### src/sv/assert_macros.svh
// ----------------------------------------------------------------------------
// assert_macros.svh
// Shared assertion macros for the lamp dimmer core.
// ----------------------------------------------------------------------------
`ifndef ASSERT_MACROS_SVH
`define ASSERT_MACROS_SVH

// Same-cycle implication, disabled during reset.
`define LDCM_ASSERT_IMPL(label, clk, rst_n, ante, cons) \
    label: assert property (@(posedge clk) disable iff (!rst_n) (ante) |-> (cons)) \
        else $error("ldcm assertion failed");

// Next-cycle implication, disabled during reset.
`define LDCM_ASSERT_NEXT(label, clk, rst_n, ante, cons) \
    label: assert property (@(posedge clk) disable iff (!rst_n) (ante) |=> (cons)) \
        else $error("ldcm assertion failed");

`endif

### src/sv/ldcm_pkg.sv
// ----------------------------------------------------------------------------
// ldcm_pkg
// Types, constants and helper functions shared by the lamp dimmer core.
// ----------------------------------------------------------------------------
`timescale 1ns / 1ps

package ldcm_pkg;

    localparam int CFG_INDEX_W = 3;
    localparam int CFG_DATA_W  = 16;
    localparam int LEVEL_W     = 16;
    localparam int TEMP_W      = 15;
    localparam int TIME_W      = 32;
    localparam int PROD_W      = 32;

    localparam int DIV_DEN_W = TEMP_W;
    localparam int DIV_QUO_W = LEVEL_W;
    localparam int DIV_NUM_W = DIV_DEN_W + DIV_QUO_W;
    localparam int DIV_CNT_W = $clog2(DIV_QUO_W);

    // item commands
    localparam logic [2:0] CMD_LIGHTNESS   = 3'd0;
    localparam logic [2:0] CMD_TEMPERATURE = 3'd1;
    localparam logic [2:0] CMD_ATTENTION   = 3'd2;
    localparam logic [2:0] CMD_TICK        = 3'd3;
    localparam logic [2:0] CMD_START       = 3'd4;
    localparam logic [2:0] CMD_STOP        = 3'd5;

    // configuration register indexes
    localparam logic [CFG_INDEX_W-1:0] CFG_CTL_MODE    = 3'd0;
    localparam logic [CFG_INDEX_W-1:0] CFG_PROVISIONED = 3'd1;
    localparam logic [CFG_INDEX_W-1:0] CFG_PWM_FS      = 3'd2;
    localparam logic [CFG_INDEX_W-1:0] CFG_TEMP_MIN    = 3'd3;
    localparam logic [CFG_INDEX_W-1:0] CFG_TEMP_MAX    = 3'd4;

    localparam logic [LEVEL_W-1:0] PWM_FS_RESET = 16'd65535;
    localparam logic [TEMP_W-1:0]  TEMP_MIN_RESET = 15'd2700;
    localparam logic [TEMP_W-1:0]  TEMP_MAX_RESET = 15'd6500;

    localparam logic [LEVEL_W-1:0] ATT_HIGH   = 16'hFFFF;
    localparam logic [LEVEL_W-1:0] ATT_LOW    = 16'((65535 * 4) / 10);
    localparam logic [LEVEL_W-1:0] IDLE_LEVEL = 16'hFFFF;
    localparam logic [PROD_W-1:0]  LIN_BIAS   = 32'd65534;
    localparam logic [16:0]        LIN_DIV    = 17'd65535;

    localparam int NUM_STAGES = 5;
    localparam logic [TIME_W-1:0] STAGE_END [NUM_STAGES] =
        '{32'd3000, 32'd4000, 32'd5000, 32'd6000, 32'd36000};
    localparam logic [LEVEL_W-1:0] STAGE_LEVEL [NUM_STAGES] =
        '{16'hB504, 16'h18FF, 16'hFFFF, 16'h18FF, 16'hFFFF};

    typedef enum logic [2:0] {
        LVL_MSG,
        LVL_STORED,
        LVL_ATT,
        LVL_STAGE,
        LVL_IDLE
    } lvl_sel_t;

    typedef enum logic [3:0] {
        OP_NONE,
        OP_LOAD,
        OP_START_TIME,
        OP_APPLY,
        OP_SQUARE,
        OP_BIAS,
        OP_LINEAR,
        OP_PWM_MUL,
        OP_PWM_DIV,
        OP_SINGLE,
        OP_CLAMP,
        OP_WARM_MUL,
        OP_COLD_MUL,
        OP_DIV_START,
        OP_WARM_CAP,
        OP_COLD_CAP
    } dp_op_t;

    typedef struct packed {
        dp_op_t   op;
        lvl_sel_t lvl_sel;
        logic     store_l;
        logic     store_t;
        logic     load_out;
        logic     wrote;
        logic     finished;
        logic     sensor;
        logic     seq_active;
    } dp_cmd_t;

    typedef struct packed {
        logic [2:0] cmd;
        logic       length_ok;
        logic       attention_on;
        logic       provisioned;
        logic       seq_end;
        logic       ctl_mode;
        logic       range_empty;
        logic       temp_zero;
        logic       div_done;
    } dp_stat_t;

    // floor(x / 65535) for x below 2^32 - 65535
    function automatic logic [LEVEL_W-1:0] div_by_65535(input logic [PROD_W-1:0] x);
        logic [LEVEL_W-1:0] q;
        logic [16:0]        r;
        q = x[31:16];
        r = {1'b0, x[15:0]} + {1'b0, q};
        if (r >= LIN_DIV)
            q = q + 16'd1;
        return q;
    endfunction

    function automatic logic [LEVEL_W-1:0] stage_level(input logic [TIME_W-1:0] elapsed);
        logic [LEVEL_W-1:0] lvl;
        lvl = IDLE_LEVEL;
        for (int i = NUM_STAGES - 1; i >= 0; i--)
        begin
            if (elapsed < STAGE_END[i])
                lvl = STAGE_LEVEL[i];
        end
        return lvl;
    endfunction

endpackage

### src/sv/ldcm_divider.sv
// ----------------------------------------------------------------------------
// ldcm_divider
// Restoring divider, one quotient bit per cycle, for the warm/cold split.
// ----------------------------------------------------------------------------
`timescale 1ns / 1ps
`include "assert_macros.svh"

module ldcm_divider (
    input  logic                           clk,
    input  logic                           rst_n,
    input  logic                           start,
    input  logic [ldcm_pkg::DIV_NUM_W-1:0] numerator,
    input  logic [ldcm_pkg::DIV_DEN_W-1:0] divisor,
    output logic                           done,
    output logic [ldcm_pkg::DIV_QUO_W-1:0] quotient
);
    import ldcm_pkg::*;

    logic                 busy_reg, busy_next;
    logic                 done_reg, done_next;
    logic [DIV_CNT_W-1:0] cnt_reg, cnt_next;
    logic [DIV_DEN_W-1:0] rem_reg, rem_next;
    logic [DIV_DEN_W-1:0] div_reg, div_next;
    logic [DIV_QUO_W-1:0] bits_reg, bits_next;
    logic [DIV_DEN_W:0]   trial;
    logic                 take;

    // numerator upper part is below the divisor, so the quotient fits
    always_comb
    begin
        trial     = {rem_reg, bits_reg[DIV_QUO_W-1]};
        take      = (trial >= {1'b0, div_reg});
        busy_next = busy_reg;
        done_next = 1'b0;
        cnt_next  = cnt_reg;
        rem_next  = rem_reg;
        div_next  = div_reg;
        bits_next = bits_reg;
        if (start)
        begin
            rem_next  = numerator[DIV_NUM_W-1 -: DIV_DEN_W];
            bits_next = numerator[DIV_QUO_W-1:0];
            div_next  = divisor;
            cnt_next  = DIV_CNT_W'(DIV_QUO_W - 1);
            busy_next = 1'b1;
        end
        else if (busy_reg)
        begin
            rem_next  = take ? DIV_DEN_W'(trial - {1'b0, div_reg}) : trial[DIV_DEN_W-1:0];
            bits_next = {bits_reg[DIV_QUO_W-2:0], take};
            cnt_next  = cnt_reg - 1'b1;
            if (cnt_reg == '0)
            begin
                busy_next = 1'b0;
                done_next = 1'b1;
            end
        end
    end

    always_ff @(posedge clk or negedge rst_n)
    begin
        if (!rst_n)
        begin
            busy_reg <= 1'b0;
            done_reg <= 1'b0;
            cnt_reg  <= '0;
        end
        else
        begin
            busy_reg <= busy_next;
            done_reg <= done_next;
            cnt_reg  <= cnt_next;
        end
    end

    always_ff @(posedge clk)
    begin
        rem_reg  <= rem_next;
        div_reg  <= div_next;
        bits_reg <= bits_next;
    end

    assign done     = done_reg;
    assign quotient = bits_reg;

    `LDCM_ASSERT_IMPL(a_rem_below_div, clk, rst_n, busy_reg, rem_reg < div_reg)
    `LDCM_ASSERT_NEXT(a_start_runs, clk, rst_n, start, busy_reg && !done_reg)
    `LDCM_ASSERT_IMPL(a_done_idle, clk, rst_n, done_reg, !busy_reg)

endmodule

### src/sv/ldcm_datapath.sv
// ----------------------------------------------------------------------------
// ldcm_datapath
// Config and lamp state registers, shared multiplier, constant divide and
// the warm/cold split divider, plus the result word registers.
// ----------------------------------------------------------------------------
`timescale 1ns / 1ps

module ldcm_datapath (
    input  logic                             clk,
    input  logic                             rst_n,
    input  logic                             cfg_write,
    input  logic [ldcm_pkg::CFG_INDEX_W-1:0] cfg_index,
    input  logic [ldcm_pkg::CFG_DATA_W-1:0]  cfg_data,
    input  logic [2:0]                       cmd,
    input  logic [15:0]                      message_value,
    input  logic                             length_ok,
    input  logic                             attention_on,
    input  logic                             led_on,
    input  logic [31:0]                      now_ms,
    input  ldcm_pkg::dp_cmd_t                ctl,
    output ldcm_pkg::dp_stat_t               stat,
    output logic                             duty_written,
    output logic [15:0]                      cold_duty,
    output logic [15:0]                      warm_duty,
    output logic [15:0]                      linear_level,
    output logic                             startup_finished,
    output logic                             sensor_enable,
    output logic                             sequence_active
);
    import ldcm_pkg::*;

    // configuration
    logic               ctl_mode_reg;
    logic               provisioned_reg;
    logic [LEVEL_W-1:0] pwm_fs_reg;
    logic [TEMP_W-1:0]  tmin_reg;
    logic [TEMP_W-1:0]  tmax_reg;

    // captured item
    logic [2:0]         cmd_reg;
    logic [LEVEL_W-1:0] msg_reg;
    logic               len_ok_reg;
    logic               att_on_reg;
    logic               led_reg;
    logic [TIME_W-1:0]  now_reg;

    // lamp state
    logic [LEVEL_W-1:0] stored_l_reg;
    logic [LEVEL_W-1:0] stored_t_reg;
    logic [LEVEL_W-1:0] lin_reg;
    logic [TIME_W-1:0]  start_reg;

    // work registers
    logic [LEVEL_W-1:0] level_reg;
    logic [PROD_W-1:0]  prod_reg;
    logic [LEVEL_W-1:0] pwm_reg;
    logic [TEMP_W-1:0]  wspan_reg;
    logic [TEMP_W-1:0]  cspan_reg;
    logic [LEVEL_W-1:0] cold_reg;
    logic [LEVEL_W-1:0] warm_reg;

    logic [TIME_W-1:0]  elapsed;
    logic [LEVEL_W-1:0] sel_level;
    logic [LEVEL_W-1:0] mul_a;
    logic [LEVEL_W-1:0] mul_b;
    logic [PROD_W-1:0]  mul_p;
    logic [TEMP_W-1:0]  t_clamp;
    logic [TEMP_W-1:0]  span;
    logic               div_done;
    logic [LEVEL_W-1:0] quo;

    assign elapsed = now_reg - start_reg;
    assign span    = tmax_reg - tmin_reg;

    always_comb
    begin
        case (ctl.lvl_sel)
            LVL_MSG:    sel_level = msg_reg;
            LVL_STORED: sel_level = stored_l_reg;
            LVL_ATT:    sel_level = led_reg ? ATT_HIGH : ATT_LOW;
            LVL_STAGE:  sel_level = stage_level(elapsed);
            LVL_IDLE:   sel_level = IDLE_LEVEL;
            default:    sel_level = IDLE_LEVEL;
        endcase
    end

    always_comb
    begin
        case (ctl.op)
            OP_SQUARE:
            begin
                mul_a = level_reg;
                mul_b = level_reg;
            end
            OP_PWM_MUL:
            begin
                mul_a = lin_reg;
                mul_b = pwm_fs_reg;
            end
            OP_WARM_MUL:
            begin
                mul_a = {1'b0, wspan_reg};
                mul_b = pwm_reg;
            end
            default:
            begin
                mul_a = {1'b0, cspan_reg};
                mul_b = pwm_reg;
            end
        endcase
        mul_p = PROD_W'(mul_a) * PROD_W'(mul_b);
    end

    always_comb
    begin
        if (stored_t_reg < {1'b0, tmin_reg})
            t_clamp = tmin_reg;
        else if (stored_t_reg > {1'b0, tmax_reg})
            t_clamp = tmax_reg;
        else
            t_clamp = stored_t_reg[TEMP_W-1:0];
    end

    always_ff @(posedge clk or negedge rst_n)
    begin
        if (!rst_n)
        begin
            ctl_mode_reg    <= 1'b0;
            provisioned_reg <= 1'b0;
            pwm_fs_reg      <= PWM_FS_RESET;
            tmin_reg        <= TEMP_MIN_RESET;
            tmax_reg        <= TEMP_MAX_RESET;
        end
        else if (cfg_write)
        begin
            case (cfg_index)
                CFG_CTL_MODE:    ctl_mode_reg    <= cfg_data[0];
                CFG_PROVISIONED: provisioned_reg <= cfg_data[0];
                CFG_PWM_FS:      pwm_fs_reg      <= cfg_data;
                CFG_TEMP_MIN:    tmin_reg        <= cfg_data[TEMP_W-1:0];
                CFG_TEMP_MAX:    tmax_reg        <= cfg_data[TEMP_W-1:0];
                default:         ;
            endcase
        end
    end

    always_ff @(posedge clk or negedge rst_n)
    begin
        if (!rst_n)
        begin
            stored_l_reg <= '0;
            stored_t_reg <= '0;
            lin_reg      <= '0;
            start_reg    <= '0;
        end
        else
        begin
            if (ctl.op == OP_START_TIME)
                start_reg <= now_reg;
            if (ctl.op == OP_APPLY && ctl.store_l)
                stored_l_reg <= sel_level;
            if (ctl.op == OP_APPLY && ctl.store_t)
                stored_t_reg <= msg_reg;
            if (ctl.op == OP_LINEAR)
                lin_reg <= div_by_65535(prod_reg);
        end
    end

    always_ff @(posedge clk)
    begin
        case (ctl.op)
            OP_LOAD:
            begin
                cmd_reg    <= cmd;
                msg_reg    <= message_value;
                len_ok_reg <= length_ok;
                att_on_reg <= attention_on;
                led_reg    <= led_on;
                now_reg    <= now_ms;
            end
            OP_APPLY:    level_reg <= sel_level;
            OP_SQUARE:   prod_reg  <= mul_p;
            OP_BIAS:     prod_reg  <= prod_reg + LIN_BIAS;
            OP_PWM_MUL:  prod_reg  <= mul_p;
            OP_PWM_DIV:  pwm_reg   <= div_by_65535(prod_reg);
            OP_SINGLE:
            begin
                cold_reg <= pwm_reg;
                warm_reg <= '0;
            end
            OP_CLAMP:
            begin
                wspan_reg <= tmax_reg - t_clamp;
                cspan_reg <= t_clamp - tmin_reg;
            end
            OP_WARM_MUL: prod_reg <= mul_p;
            OP_COLD_MUL: prod_reg <= mul_p;
            OP_WARM_CAP: warm_reg <= quo;
            OP_COLD_CAP: cold_reg <= quo;
            default:     ;
        endcase
    end

    always_ff @(posedge clk)
    begin
        if (ctl.load_out)
        begin
            duty_written     <= ctl.wrote;
            cold_duty        <= ctl.wrote ? cold_reg : '0;
            warm_duty        <= ctl.wrote ? warm_reg : '0;
            linear_level     <= lin_reg;
            startup_finished <= ctl.finished;
            sensor_enable    <= ctl.sensor;
            sequence_active  <= ctl.seq_active;
        end
    end

    ldcm_divider u_div (
        .clk       (clk),
        .rst_n     (rst_n),
        .start     (ctl.op == OP_DIV_START),
        .numerator (prod_reg[DIV_NUM_W-1:0]),
        .divisor   (span),
        .done      (div_done),
        .quotient  (quo)
    );

    always_comb
    begin
        stat.cmd          = cmd_reg;
        stat.length_ok    = len_ok_reg;
        stat.attention_on = att_on_reg;
        stat.provisioned  = provisioned_reg;
        stat.seq_end      = (elapsed >= STAGE_END[NUM_STAGES-1]);
        stat.ctl_mode     = ctl_mode_reg;
        stat.range_empty  = (tmax_reg <= tmin_reg);
        stat.temp_zero    = (stored_t_reg == '0);
        stat.div_done     = div_done;
    end

endmodule

### src/sv/ldcm_ctrl.sv
// ----------------------------------------------------------------------------
// ldcm_ctrl
// Controller: item decode, lamp flags, and sequencing of the datapath.
// ----------------------------------------------------------------------------
`timescale 1ns / 1ps
`include "assert_macros.svh"

module ldcm_ctrl (
    input  logic               clk,
    input  logic               rst_n,
    input  logic               in_valid,
    output logic               in_stall,
    output logic               out_valid,
    input  logic               out_stall,
    input  ldcm_pkg::dp_stat_t stat,
    output ldcm_pkg::dp_cmd_t  ctl
);
    import ldcm_pkg::*;

    typedef enum logic [3:0] {
        S_IDLE,
        S_PREP,
        S_DECIDE,
        S_SQUARE,
        S_BIAS,
        S_LINEAR,
        S_PMUL,
        S_PDIV,
        S_MODE,
        S_WMUL,
        S_WSTART,
        S_WDIV,
        S_CMUL,
        S_CSTART,
        S_CDIV,
        S_OUT
    } state_t;

    state_t state_reg, state_next;
    logic   out_valid_reg, out_valid_next;
    logic   attention_reg, attention_next;
    logic   timer_reg, timer_next;
    logic   finished_reg, finished_next;
    logic   sensor_reg, sensor_next;
    logic   wrote_reg, wrote_next;

    logic     accept_msg;
    logic     dec_eval;
    logic     dec_drive;
    lvl_sel_t dec_lvl;
    logic     dec_store_l;
    logic     dec_store_t;
    logic     dec_att;
    logic     dec_timer;
    logic     dec_finished;
    logic     dec_sensor;

    // per-command decision
    always_comb
    begin
        accept_msg   = stat.provisioned || finished_reg;
        dec_eval     = 1'b0;
        dec_drive    = 1'b0;
        dec_lvl      = LVL_MSG;
        dec_store_l  = 1'b0;
        dec_store_t  = 1'b0;
        dec_att      = attention_reg;
        dec_timer    = timer_reg;
        dec_finished = finished_reg;
        dec_sensor   = 1'b0;
        case (stat.cmd)
            CMD_LIGHTNESS:
            begin
                if (accept_msg && stat.length_ok)
                begin
                    dec_store_l = 1'b1;
                    dec_drive   = !attention_reg;
                end
            end
            CMD_TEMPERATURE:
            begin
                if (accept_msg && stat.length_ok)
                begin
                    dec_store_t = 1'b1;
                    dec_lvl     = LVL_STORED;
                    dec_drive   = !attention_reg;
                end
            end
            CMD_ATTENTION:
            begin
                dec_att = stat.attention_on;
                if (stat.attention_on)
                begin
                    dec_drive = 1'b1;
                    dec_lvl   = LVL_ATT;
                end
                else if (attention_reg)
                begin
                    dec_drive = 1'b1;
                    dec_lvl   = LVL_STORED;
                end
            end
            CMD_TICK:
            begin
                dec_eval = timer_reg;
            end
            CMD_START:
            begin
                dec_timer = 1'b1;
                dec_eval  = 1'b1;
            end
            CMD_STOP:
            begin
                dec_timer    = 1'b0;
                dec_store_l  = 1'b1;
                dec_lvl      = LVL_IDLE;
                dec_drive    = !attention_reg;
                dec_finished = 1'b0;
            end
            default: ;
        endcase
        if (dec_eval)
        begin
            dec_store_l = 1'b1;
            dec_drive   = !attention_reg;
            if (!stat.seq_end)
                dec_lvl = LVL_STAGE;
            else
            begin
                dec_lvl      = LVL_IDLE;
                dec_timer    = 1'b0;
                dec_finished = 1'b1;
                dec_sensor   = 1'b1;
            end
        end
    end

    always_comb
    begin
        state_next     = state_reg;
        out_valid_next = out_valid_reg && out_stall;
        attention_next = attention_reg;
        timer_next     = timer_reg;
        finished_next  = finished_reg;
        sensor_next    = sensor_reg;
        wrote_next     = wrote_reg;

        ctl.op         = OP_NONE;
        ctl.lvl_sel    = dec_lvl;
        ctl.store_l    = 1'b0;
        ctl.store_t    = 1'b0;
        ctl.load_out   = 1'b0;
        ctl.wrote      = wrote_reg;
        ctl.finished   = finished_reg;
        ctl.sensor     = sensor_reg;
        ctl.seq_active = timer_reg;

        case (state_reg)
            S_IDLE:
            begin
                if (in_valid)
                begin
                    ctl.op     = OP_LOAD;
                    state_next = S_PREP;
                end
            end
            S_PREP:
            begin
                if (stat.cmd == CMD_START)
                    ctl.op = OP_START_TIME;
                state_next = S_DECIDE;
            end
            S_DECIDE:
            begin
                ctl.op         = OP_APPLY;
                ctl.store_l    = dec_store_l;
                ctl.store_t    = dec_store_t;
                attention_next = dec_att;
                timer_next     = dec_timer;
                finished_next  = dec_finished;
                sensor_next    = dec_sensor;
                wrote_next     = 1'b0;
                state_next     = dec_drive ? S_SQUARE : S_OUT;
            end
            S_SQUARE:
            begin
                ctl.op     = OP_SQUARE;
                state_next = S_BIAS;
            end
            S_BIAS:
            begin
                ctl.op     = OP_BIAS;
                state_next = S_LINEAR;
            end
            S_LINEAR:
            begin
                ctl.op     = OP_LINEAR;
                state_next = S_PMUL;
            end
            S_PMUL:
            begin
                ctl.op     = OP_PWM_MUL;
                state_next = S_PDIV;
            end
            S_PDIV:
            begin
                ctl.op     = OP_PWM_DIV;
                state_next = S_MODE;
            end
            S_MODE:
            begin
                if (!stat.ctl_mode)
                begin
                    ctl.op     = OP_SINGLE;
                    wrote_next = 1'b1;
                    state_next = S_OUT;
                end
                else if (stat.temp_zero)
                    state_next = S_OUT;
                else if (stat.range_empty)
                begin
                    ctl.op     = OP_SINGLE;
                    wrote_next = 1'b1;
                    state_next = S_OUT;
                end
                else
                begin
                    ctl.op     = OP_CLAMP;
                    state_next = S_WMUL;
                end
            end
            S_WMUL:
            begin
                ctl.op     = OP_WARM_MUL;
                state_next = S_WSTART;
            end
            S_WSTART:
            begin
                ctl.op     = OP_DIV_START;
                state_next = S_WDIV;
            end
            S_WDIV:
            begin
                if (stat.div_done)
                begin
                    ctl.op     = OP_WARM_CAP;
                    state_next = S_CMUL;
                end
            end
            S_CMUL:
            begin
                ctl.op     = OP_COLD_MUL;
                state_next = S_CSTART;
            end
            S_CSTART:
            begin
                ctl.op     = OP_DIV_START;
                state_next = S_CDIV;
            end
            S_CDIV:
            begin
                if (stat.div_done)
                begin
                    ctl.op     = OP_COLD_CAP;
                    wrote_next = 1'b1;
                    state_next = S_OUT;
                end
            end
            S_OUT:
            begin
                if (!out_valid_reg || !out_stall)
                begin
                    ctl.load_out   = 1'b1;
                    out_valid_next = 1'b1;
                    state_next     = S_IDLE;
                end
            end
            default: state_next = S_IDLE;
        endcase
    end

    always_ff @(posedge clk or negedge rst_n)
    begin
        if (!rst_n)
        begin
            state_reg     <= S_IDLE;
            out_valid_reg <= 1'b0;
            attention_reg <= 1'b0;
            timer_reg     <= 1'b0;
            finished_reg  <= 1'b0;
            sensor_reg    <= 1'b0;
            wrote_reg     <= 1'b0;
        end
        else
        begin
            state_reg     <= state_next;
            out_valid_reg <= out_valid_next;
            attention_reg <= attention_next;
            timer_reg     <= timer_next;
            finished_reg  <= finished_next;
            sensor_reg    <= sensor_next;
            wrote_reg     <= wrote_next;
        end
    end

    assign in_stall  = (state_reg != S_IDLE);
    assign out_valid = out_valid_reg;

    `LDCM_ASSERT_IMPL(a_sensor_ends_seq, clk, rst_n, sensor_reg, finished_reg && !timer_reg)
    `LDCM_ASSERT_IMPL(a_div_done_wait, clk, rst_n, stat.div_done, (state_reg == S_WDIV) || (state_reg == S_CDIV))
    `LDCM_ASSERT_NEXT(a_out_loaded, clk, rst_n, (state_reg == S_OUT) && !(out_valid_reg && out_stall), out_valid_reg && (state_reg == S_IDLE))

endmodule

### src/sv/lamp_dimmer_cct_mixer_core.sv
// ----------------------------------------------------------------------------
// lamp_dimmer_cct_mixer_core
// Dimmable lamp core: lightness to linear PWM duty with warm/cold mixing.
// ----------------------------------------------------------------------------
// Usage:
//   Input channel (in_valid/in_stall) carries one command word: lightness or
//   temperature message, attention request, timer tick, startup start/stop.
//   Output channel (out_valid/out_stall) returns exactly one result word per
//   input word, in order.
//   From accept to result valid, words that do not drive the lamp pass
//   prep, decide and output; a drive in cold-only mode (or with an empty
//   temperature range) adds square, bias, linear, PWM mul/div; the warm/cold
//   split adds two 16-step passes through the shared restoring divider.
//   One word is processed at a time; the next word is taken the cycle after
//   the previous result is loaded into the output register.
//   The output register holds a stalled result; the next word is still
//   accepted and runs until its own result needs the output register.
//   Configuration writes (cfg_write/cfg_index/cfg_data) take effect at once
//   and are expected while the block is idle.
//   Reset clears the lamp state and flags and loads the default config.
// ----------------------------------------------------------------------------
`timescale 1ns / 1ps

module lamp_dimmer_cct_mixer_core (
    input  logic                             clk,
    input  logic                             rst_n,
    input  logic                             cfg_write,
    input  logic [ldcm_pkg::CFG_INDEX_W-1:0] cfg_index,
    input  logic [ldcm_pkg::CFG_DATA_W-1:0]  cfg_data,
    input  logic                             in_valid,
    output logic                             in_stall,
    input  logic [2:0]                       cmd,
    input  logic [15:0]                      message_value,
    input  logic                             length_ok,
    input  logic                             attention_on,
    input  logic                             led_on,
    input  logic [31:0]                      now_ms,
    output logic                             out_valid,
    input  logic                             out_stall,
    output logic                             duty_written,
    output logic [15:0]                      cold_duty,
    output logic [15:0]                      warm_duty,
    output logic [15:0]                      linear_level,
    output logic                             startup_finished,
    output logic                             sensor_enable,
    output logic                             sequence_active
);
    import ldcm_pkg::*;

    dp_cmd_t  ctl;
    dp_stat_t stat;

    ldcm_ctrl u_ctrl (
        .clk       (clk),
        .rst_n     (rst_n),
        .in_valid  (in_valid),
        .in_stall  (in_stall),
        .out_valid (out_valid),
        .out_stall (out_stall),
        .stat      (stat),
        .ctl       (ctl)
    );

    ldcm_datapath u_dp (
        .clk              (clk),
        .rst_n            (rst_n),
        .cfg_write        (cfg_write),
        .cfg_index        (cfg_index),
        .cfg_data         (cfg_data),
        .cmd              (cmd),
        .message_value    (message_value),
        .length_ok        (length_ok),
        .attention_on     (attention_on),
        .led_on           (led_on),
        .now_ms           (now_ms),
        .ctl              (ctl),
        .stat             (stat),
        .duty_written     (duty_written),
        .cold_duty        (cold_duty),
        .warm_duty        (warm_duty),
        .linear_level     (linear_level),
        .startup_finished (startup_finished),
        .sensor_enable    (sensor_enable),
        .sequence_active  (sequence_active)
    );

endmodule
### config.mk
export PLATFORM = sky130hd
export DESIGN_NAME = lamp_dimmer_cct_mixer_core
export DESIGN_NICKNAME = d
export VERILOG_FILES = /design/src/sv/ldcm_pkg.sv /design/src/sv/ldcm_divider.sv /design/src/sv/ldcm_datapath.sv /design/src/sv/ldcm_ctrl.sv /design/src/sv/lamp_dimmer_cct_mixer_core.sv
export VERILOG_INCLUDE_DIRS = /design/src /design/src/sv
export SDC_FILE = /design/constraint.sdc
export NUM_CORES = 2
export LEC_CHECK = 0
export BUFFER_PORTS_ARGS = -buffer_cell sky130_fd_sc_hd__buf_2
export CORE_MARGIN = 5
export CORE_UTILIZATION = 40
export CTS_CLUSTER_DIAMETER = 80
export DETAILED_ROUTE_END_ITERATION = 12
export GPL_ROUTABILITY_DRIVEN = 0
export SYNTH_ARGS = -nofsm -noshare
export SYNTH_HDL_FRONTEND = slang
export SYNTH_SLANG_ARGS = --single-unit
export TNS_END_PERCENT = 20
### constraint.sdc
create_clock -name clk -period 12.5 [get_ports clk]
set_input_delay 1.875 -clock clk [delete_from_list [all_inputs] [get_ports clk]]
set_output_delay 1.875 -clock clk [all_outputs]
set_load 0.005 [all_outputs]
Word-level counts from Yosys, hierarchy flattened
Cells that the tools add are included.
- $add $sub $neg: 9
- multiply operators: 1
- $lt $le $gt $ge: 10
- equal/unequal tests: 48
- mux-type cells: 78
- reduce and logical (&&, ||, !) cells: 32
- operators with widths (operator ; number):
    2-to-1 mux 16 bit ; 8
    one-hot mux 16 bit (2 select lines) ; 3
    2-to-1 mux 15 bit ; 5
    equality test 4 bit (second input constant) ; 16
    less-than comparator 32 x 12 -> 1 bit (second input constant) ; 2
    less-than comparator 32 x 13 -> 1 bit (second input constant) ; 2
    one-hot mux 16 bit (4 select lines) ; 1
    one-hot mux 32 bit (2 select lines) ; 1
    one-hot mux 4 bit (16 select lines) ; 1
    subtractor 15 bit ; 4
    one-hot mux 4 bit (14 select lines) ; 1
    2-to-1 mux 4 bit ; 13
    one-hot mux 16 bit (3 select lines) ; 1
    adder 32 x 16 -> 32 bit (second input constant) ; 1
    equality test 4 x 3 -> 1 bit (second input constant) ; 8
    >= comparator 32 x 16 -> 1 bit (second input constant) ; 1
    multiplier 16 x 16 -> 32 bit ; 1
    subtractor 32 bit ; 1
    2-to-1 mux 1 bit ; 31
    equality test 3 x 2 -> 1 bit (second input constant) ; 6
    adder 16 x 16 -> 17 bit ; 1
    >= comparator 17 x 16 -> 1 bit (second input constant) ; 1
    adder 16 x 1 -> 16 bit (second input constant) ; 1
    equality test 4 x 2 -> 1 bit (second input constant) ; 4
    other kinds (29) ; 64
- register bits after elaboration: 422
- input bits: 78
- word-level logic and storage cells: 220

Longest topological paths before layout
- depth after elaboration: 9
- gate-level depth with buffers: 34
- depth with buffers taken out: 29

Cells and area by module
From an unflattened synthesis, not the netlist that was laid out.
- cell total of the unflattened synthesis: 3323
- area, all modules: 32826.5 µm²
- by module, submodules not included (module ; times used ; cells each ; area each (µm²) ; seq. area each (µm²)):
    ldcm_datapath ; 1 ; 2912 ; 28701.3 ; 10203.5
    ldcm_divider ; 1 ; 276 ; 3166.8 ; 1531.5
    ldcm_ctrl ; 1 ; 135 ; 958.4 ; 250.2

Worst setup path after synthesis
Ideal clock, no wire load.
- path kind: register to register
- from: register u_ctrl.state_reg[2]
- to: register u_dp.prod_reg[31], data pin
- library setup time: 0.274 ns
- arrival time: 7.726 ns
- required time: 12.226 ns
- slack: 4.500 ns
- stages on the path, launching flop included: 27
- clock period less this slack: 8.000 ns
- cell sequence: dfrtp_1 > clkbuf_1 > nor3_1 > nor2_1 > clkbuf_1 > a221oi_1 > nor2_1 > fa_1 > fa_1 > fa_1 > fa_1 > fa_1 > inv_1 > fa_1 > inv_1 > ha_1 > clkbuf_1 > nand2_1 > o21ai_0 > a211oi_1 > o31ai_1 > nand2_1 > a311oi_1 > nand4_1 > a21boi_0 > or3_1 > a31oi_1
- word-level cells in the longest chain between the ends: 7
- elaborated cells on any way between the ends: 27
- classes of those cells: mul: 1; eq/ne: 19; mux: 4; reduce/logical: 3
- ends and longest elaborated chain (item ; line ; RTL):
    from (decl) ; ldcm_ctrl.sv:39 ; state_t state_reg, state_next;
    from (signal assigned) ; ldcm_ctrl.sv:296 ; state_reg <= state_next;
    equality test 4 bit ; ldcm_ctrl.sv:158 ; case (state_reg)
    OR reduction 2 bit (no source line) ; - ;
    one-hot mux 4 bit (14 select lines) (*) ; ldcm_ctrl.sv:158 ;
    equality test 4 bit or equality test 4 x 3 -> 1 bit (tied branches) ; ldcm_datapath.sv:89, ldcm_datapath.sv:171 ;
    one-hot mux 16 bit (3 select lines) or one-hot mux 16 bit (2 select lines) (tied branches) ; ldcm_datapath.sv:89 ; case (ctl.op)
    multiplier 16 x 16 -> 32 bit ; ldcm_datapath.sv:111 ; mul_p = PROD_W'(mul_a) * PROD_W'(mul_b);
    one-hot mux 32 bit (2 select lines) (*) ; ldcm_datapath.sv:171 ; case (ctl.op)
    to (signal assigned) ; ldcm_datapath.sv:182 ; OP_SQUARE: prod_reg <= mul_p;
    to (signal assigned) ; ldcm_datapath.sv:183 ; OP_BIAS: prod_reg <= prod_reg + LIN_BIAS;
    to (signal assigned) ; ldcm_datapath.sv:184 ; OP_PWM_MUL: prod_reg <= mul_p;
    to (decl) ; ldcm_datapath.sv:55 ; logic [PROD_W-1:0] prod_reg;
Mark *: on every way between the ends. The rest lies on a longest branch, timed or not.
A chain may end at the register's enable or synchronous reset.

Final worst setup path
Same ends and word-level chain as after synthesis.

==> results.md <==
Outcome:
- The run finished with clean final reports.

Logic synthesis:
- The cell count after synthesis came out at 3246.
- By area the synthesized netlist is led by sky130_fd_sc_hd__edfxtp_1 26%, sky130_fd_sc_hd__fa_1 12%, sky130_fd_sc_hd__ha_1 9.3%, sky130_fd_sc_hd__dfrtp_1 9.1%, sky130_fd_sc_hd__inv_1 4.5%.
- In this run, synthesis inferred 278 flip-flops with an integrated enable.
- The count of synthesis-stage warnings from yosys is 0.
- The mean post-synth cell area is 9.96 µm².
- The distinct cell type count after synthesis is 81.
- In the post-synthesis netlist, the cell with the most instances is sky130_fd_sc_hd__inv_1.
- The most used flip-flop cell after synthesis is sky130_fd_sc_hd__edfxtp_1.
- The cell area after technology mapping is 0.0323 mm².
- Counting flops with an async set or reset pin after synthesis yields a share of 34.1%.
- The portion of the post-synthesis area used by sequential elements is 37.1%.
- The area share of the largest cell type after synthesis is 25.8%.
- The number of storage elements in the synthesis netlist is 422.
- By count the netlist is led by 385 x sky130_fd_sc_hd__inv_1, 337 x sky130_fd_sc_hd__nand2_1, 290 x sky130_fd_sc_hd__nor2_1, 278 x sky130_fd_sc_hd__edfxtp_1, 241 x sky130_fd_sc_hd__ha_1.
- Synthesis produced a netlist with a net count of 3765.
- The biggest area consumer among synthesized cells is sky130_fd_sc_hd__edfxtp_1.

Cells and area:
- The synthesis-to-finish area growth is 10.9%.
- The count of filler cells inserted in the layout is 7683.
- The proportion of layout cells with a drive suffix above 1 is 12.6%.
- The final layout contains 3856 nets.

Worst setup path:
- Data on the critical path is required at its endpoint by 12830 ps.
- The worst register-to-register path has a depth of 25.
- For the worst setup path, the data arrival time is 9900 ps.
- The worst reg-to-reg setup slack is 2930 ps.
- The sum of buffers and inverters on the critical path is 2.
- On the critical path, the stage with the largest delay is an instance of sky130_fd_sc_hd__or3_1.
- The category of the worst setup path launch point is a flop.
- The critical register-to-register path startpoint is u_ctrl.state_reg[2].
- Among the stages of the critical path, the cell type that occurs most often is sky130_fd_sc_hd__fa_1.
- The worst setup path is captured at a flop.
- The endpoint identified for the worst register-to-register timing path is u_dp.prod_reg[31].
- The path length in cells of the critical path is 25.
- The critical path startpoint is u_ctrl.state_reg[2].
- The setup path with the least slack is of type reg -> reg.
- The biggest cell delay along the critical path is 930 ps.
- Along the worst path, the maximum fanout reaches 46.
- The kind of cell with the highest combined delay on the critical path is adder cells.
- In this run the worst setup path terminates at u_dp.prod_reg[31].

Clock tree:
- The H-tree depth reported by CTS is 2.
- TritonCTS built the clock tree.
- The total CTS buffers is 48.
- The library cell used as clock root buffer is sky130_fd_sc_hd__clkbuf_16.
- The insertion delay to the later sink of the worst-skew pair is 620 ps.
- In this run the post-CTS setup repair buffer count came out at 0.
- The cts-stage hold buffer count is 0.
- The clock passes through at most 3 buffers.
- After clock tree synthesis, the clock-pin slew on the worst setup and hold paths is 60 ps.
- The clock net sink count is 422.
- The post-cts sizing count is 0.

Die:
- The die is 294 µm wide.
- The initial utilization of the core area, before any placement, comes to 40.3%.
- The die covers 0.0866 mm².
- During I/O placement, the number of pins put on the boundary was 132.
- The core region is 0.0803 mm².
- The number of placement rows is 104.
- The floorplan step set the die height to 294 µm.

STA:
- The number of slew-limit violations in the final report came to 0.
- Timing would allow up to 105 MHz.
- The relative slew slack is 19.2%.
- The clock tree skew after final layout is 39.9 ps.
- The setup slack of the critical path after layout is 2930 ps.
- Setup repair after global routing left no endpoint under its margin.
- The final period utilization is 76.5%.
- The number of hold violations in the final report came to 0.
- At the pin with the least slew margin, the transition time is 1210 ps.
- The final total negative setup slack is 0 ps.
- The worst path in the final design needs a cycle of 9570 ps, including I/O delays and setup.
- Setup violations remaining at the end of the flow were counted as 0.

Worst hold path:
- The worst hold path belongs to the class reg -> reg.
- The worst hold path was traced through 0 stages.

GRT:
- The via count of the first global-routing pass is 23379.
- The initial antenna violation count is 5.
- For this run, the total global-route usage over all layers was measured as 20.7%.
- Global routing finished with a remaining overflow of 0.
- The wire length of the first global-routing pass is 140 mm.
- Entering global routing, the biggest net connects 93 pins.

Routing:
- The count of unresolved DRC violations after routing is 0.
- The detail-routed net length per standard cell is 20.6 µm.
- The total length of routed wires is 91.5 mm.
- The vias per cell is 5.48.
- The pre-antenna-repair detailed-routing pass consisted of 8 iterations.
- The count of nets left with antenna violations once routing finished came out at 0.
- After the first detailed-routing iteration, the DRC count stood at 1993.
- The routed layout has 24303 vias.

Placement:
- Detailed placement ended at an HPWL of 71.6 mm.
- The number of port buffers is 131.
- The worst slack after detailed placement is 3020 ps.

Run:
- The number of maximum-capacitance violations is 0.
## cells by family (layout without fill, tap and decap cells)
| family | Yosys count | after routing | share of synthesized area [%] |
|---|---|---|---|
| muxes | 156 | 156 | 5.31 |
| buffers and inverters | 508 | 639 | 5.95 |
| other | 0 | 1 | 0 |
| xor gates and xnor gates | 126 | 126 | 3.41 |
| and+or+nand+nor | 1001 | 1001 | 14.3 |
| AOI/OAI and AO/OA | 592 | 592 | 12.2 |
| DFF | 422 | 422 | 37.1 |
| adders and majority gates | 441 | 441 | 21.7 |
## worst reg2reg max path, stage by stage (launching register included)
cell and delay (ps):
sky130_fd_sc_hd__dfrtp_1 630, sky130_fd_sc_hd__nand2b_1 210, sky130_fd_sc_hd__nor2_4 740, sky130_fd_sc_hd__or3_1 940, sky130_fd_sc_hd__nand2_1 220, sky130_fd_sc_hd__o21ai_1 590
sky130_fd_sc_hd__nor2_1 160, sky130_fd_sc_hd__fa_1 540, sky130_fd_sc_hd__fa_1 530, sky130_fd_sc_hd__fa_1 540, sky130_fd_sc_hd__fa_1 520, sky130_fd_sc_hd__fa_1 540
sky130_fd_sc_hd__inv_1 50, sky130_fd_sc_hd__fa_1 520, sky130_fd_sc_hd__inv_1 40, sky130_fd_sc_hd__ha_1 380, sky130_fd_sc_hd__nand2_1 70, sky130_fd_sc_hd__o21ai_0 280
sky130_fd_sc_hd__a211oi_1 130, sky130_fd_sc_hd__o31ai_1 480, sky130_fd_sc_hd__nand2_1 160, sky130_fd_sc_hd__a311oi_1 470, sky130_fd_sc_hd__nand4_1 150, sky130_fd_sc_hd__a21boi_0 200
sky130_fd_sc_hd__or3_1 130, sky130_fd_sc_hd__a31oi_1 90
## metrics by stage
stage                     hold slack, ps  instance area [µm²]  cells  utilization [%]
after floorplan                      425                32300   3246                -
after global placement               445                34100   4347             42.5
after detailed placement             444                34100   4347             42.5
after CTS                            436                35900   4437             44.7
after global routing                 447                35900   4437             44.7
final                                450                35900   4438             44.7
## area by class of cell
type | instances | area [µm²] | area share, %
flip-flops and latches | 422 | 12000 | 33.4
multi-input cells | 2316 | 18500 | 51.5
well taps | 1060 | 1330 | 3.70
clock inverters | 24 | 420 | 1.17
repair buffers | 164 | 910 | 2.54
diodes | 1 | 2.50 | 0.00698
clock buffers | 66 | 1300 | 3.62
inverters | 385 | 1450 | 4.03
## worst min path at each step
stage	end	slack, ps	startpoint
6_report	u_dp.sensor_enable	450	u_ctrl.sensor_reg
3_3_place_gp	u_dp.sensor_enable	450	u_ctrl.sensor_reg
3_5_place_dp	u_dp.sensor_enable	440	u_ctrl.sensor_reg
2_1_floorplan	u_dp.sensor_enable	420	u_ctrl.sensor_reg
5_1_grt	u_dp.sensor_enable	450	u_ctrl.sensor_reg
4_1_cts	u_dp.sensor_enable	440	u_ctrl.sensor_reg
## layer usage
layer	share of wire, %	GRT usage [%]	up-vias
met4	3.2	5.90	2
met5	0.014	0	-
li1	-	-	11451
met1	44	29.0	11962
met2	46	33.5	751
met3	6.1	3.30	137
## cell usage in the layout, fill, tap and decap left out, types with 117 or more instances in the layout
cell / count
sky130_fd_sc_hd__a21oi_1: 157
sky130_fd_sc_hd__ha_1: 241
sky130_fd_sc_hd__dfrtp_1: 117
sky130_fd_sc_hd__inv_1: 385
sky130_fd_sc_hd__nor2_1: 289
sky130_fd_sc_hd__edfxtp_1: 278
sky130_fd_sc_hd__nand2_1: 336
sky130_fd_sc_hd__o21ai_0: 117
sky130_fd_sc_hd__fa_1: 200
sky130_fd_sc_hd__buf_2: 130
sky130_fd_sc_hd__mux2_2: 125
Power is not shown: default switching activity piles up to over one toggle a cycle in this logic, so the estimate is an artifact.
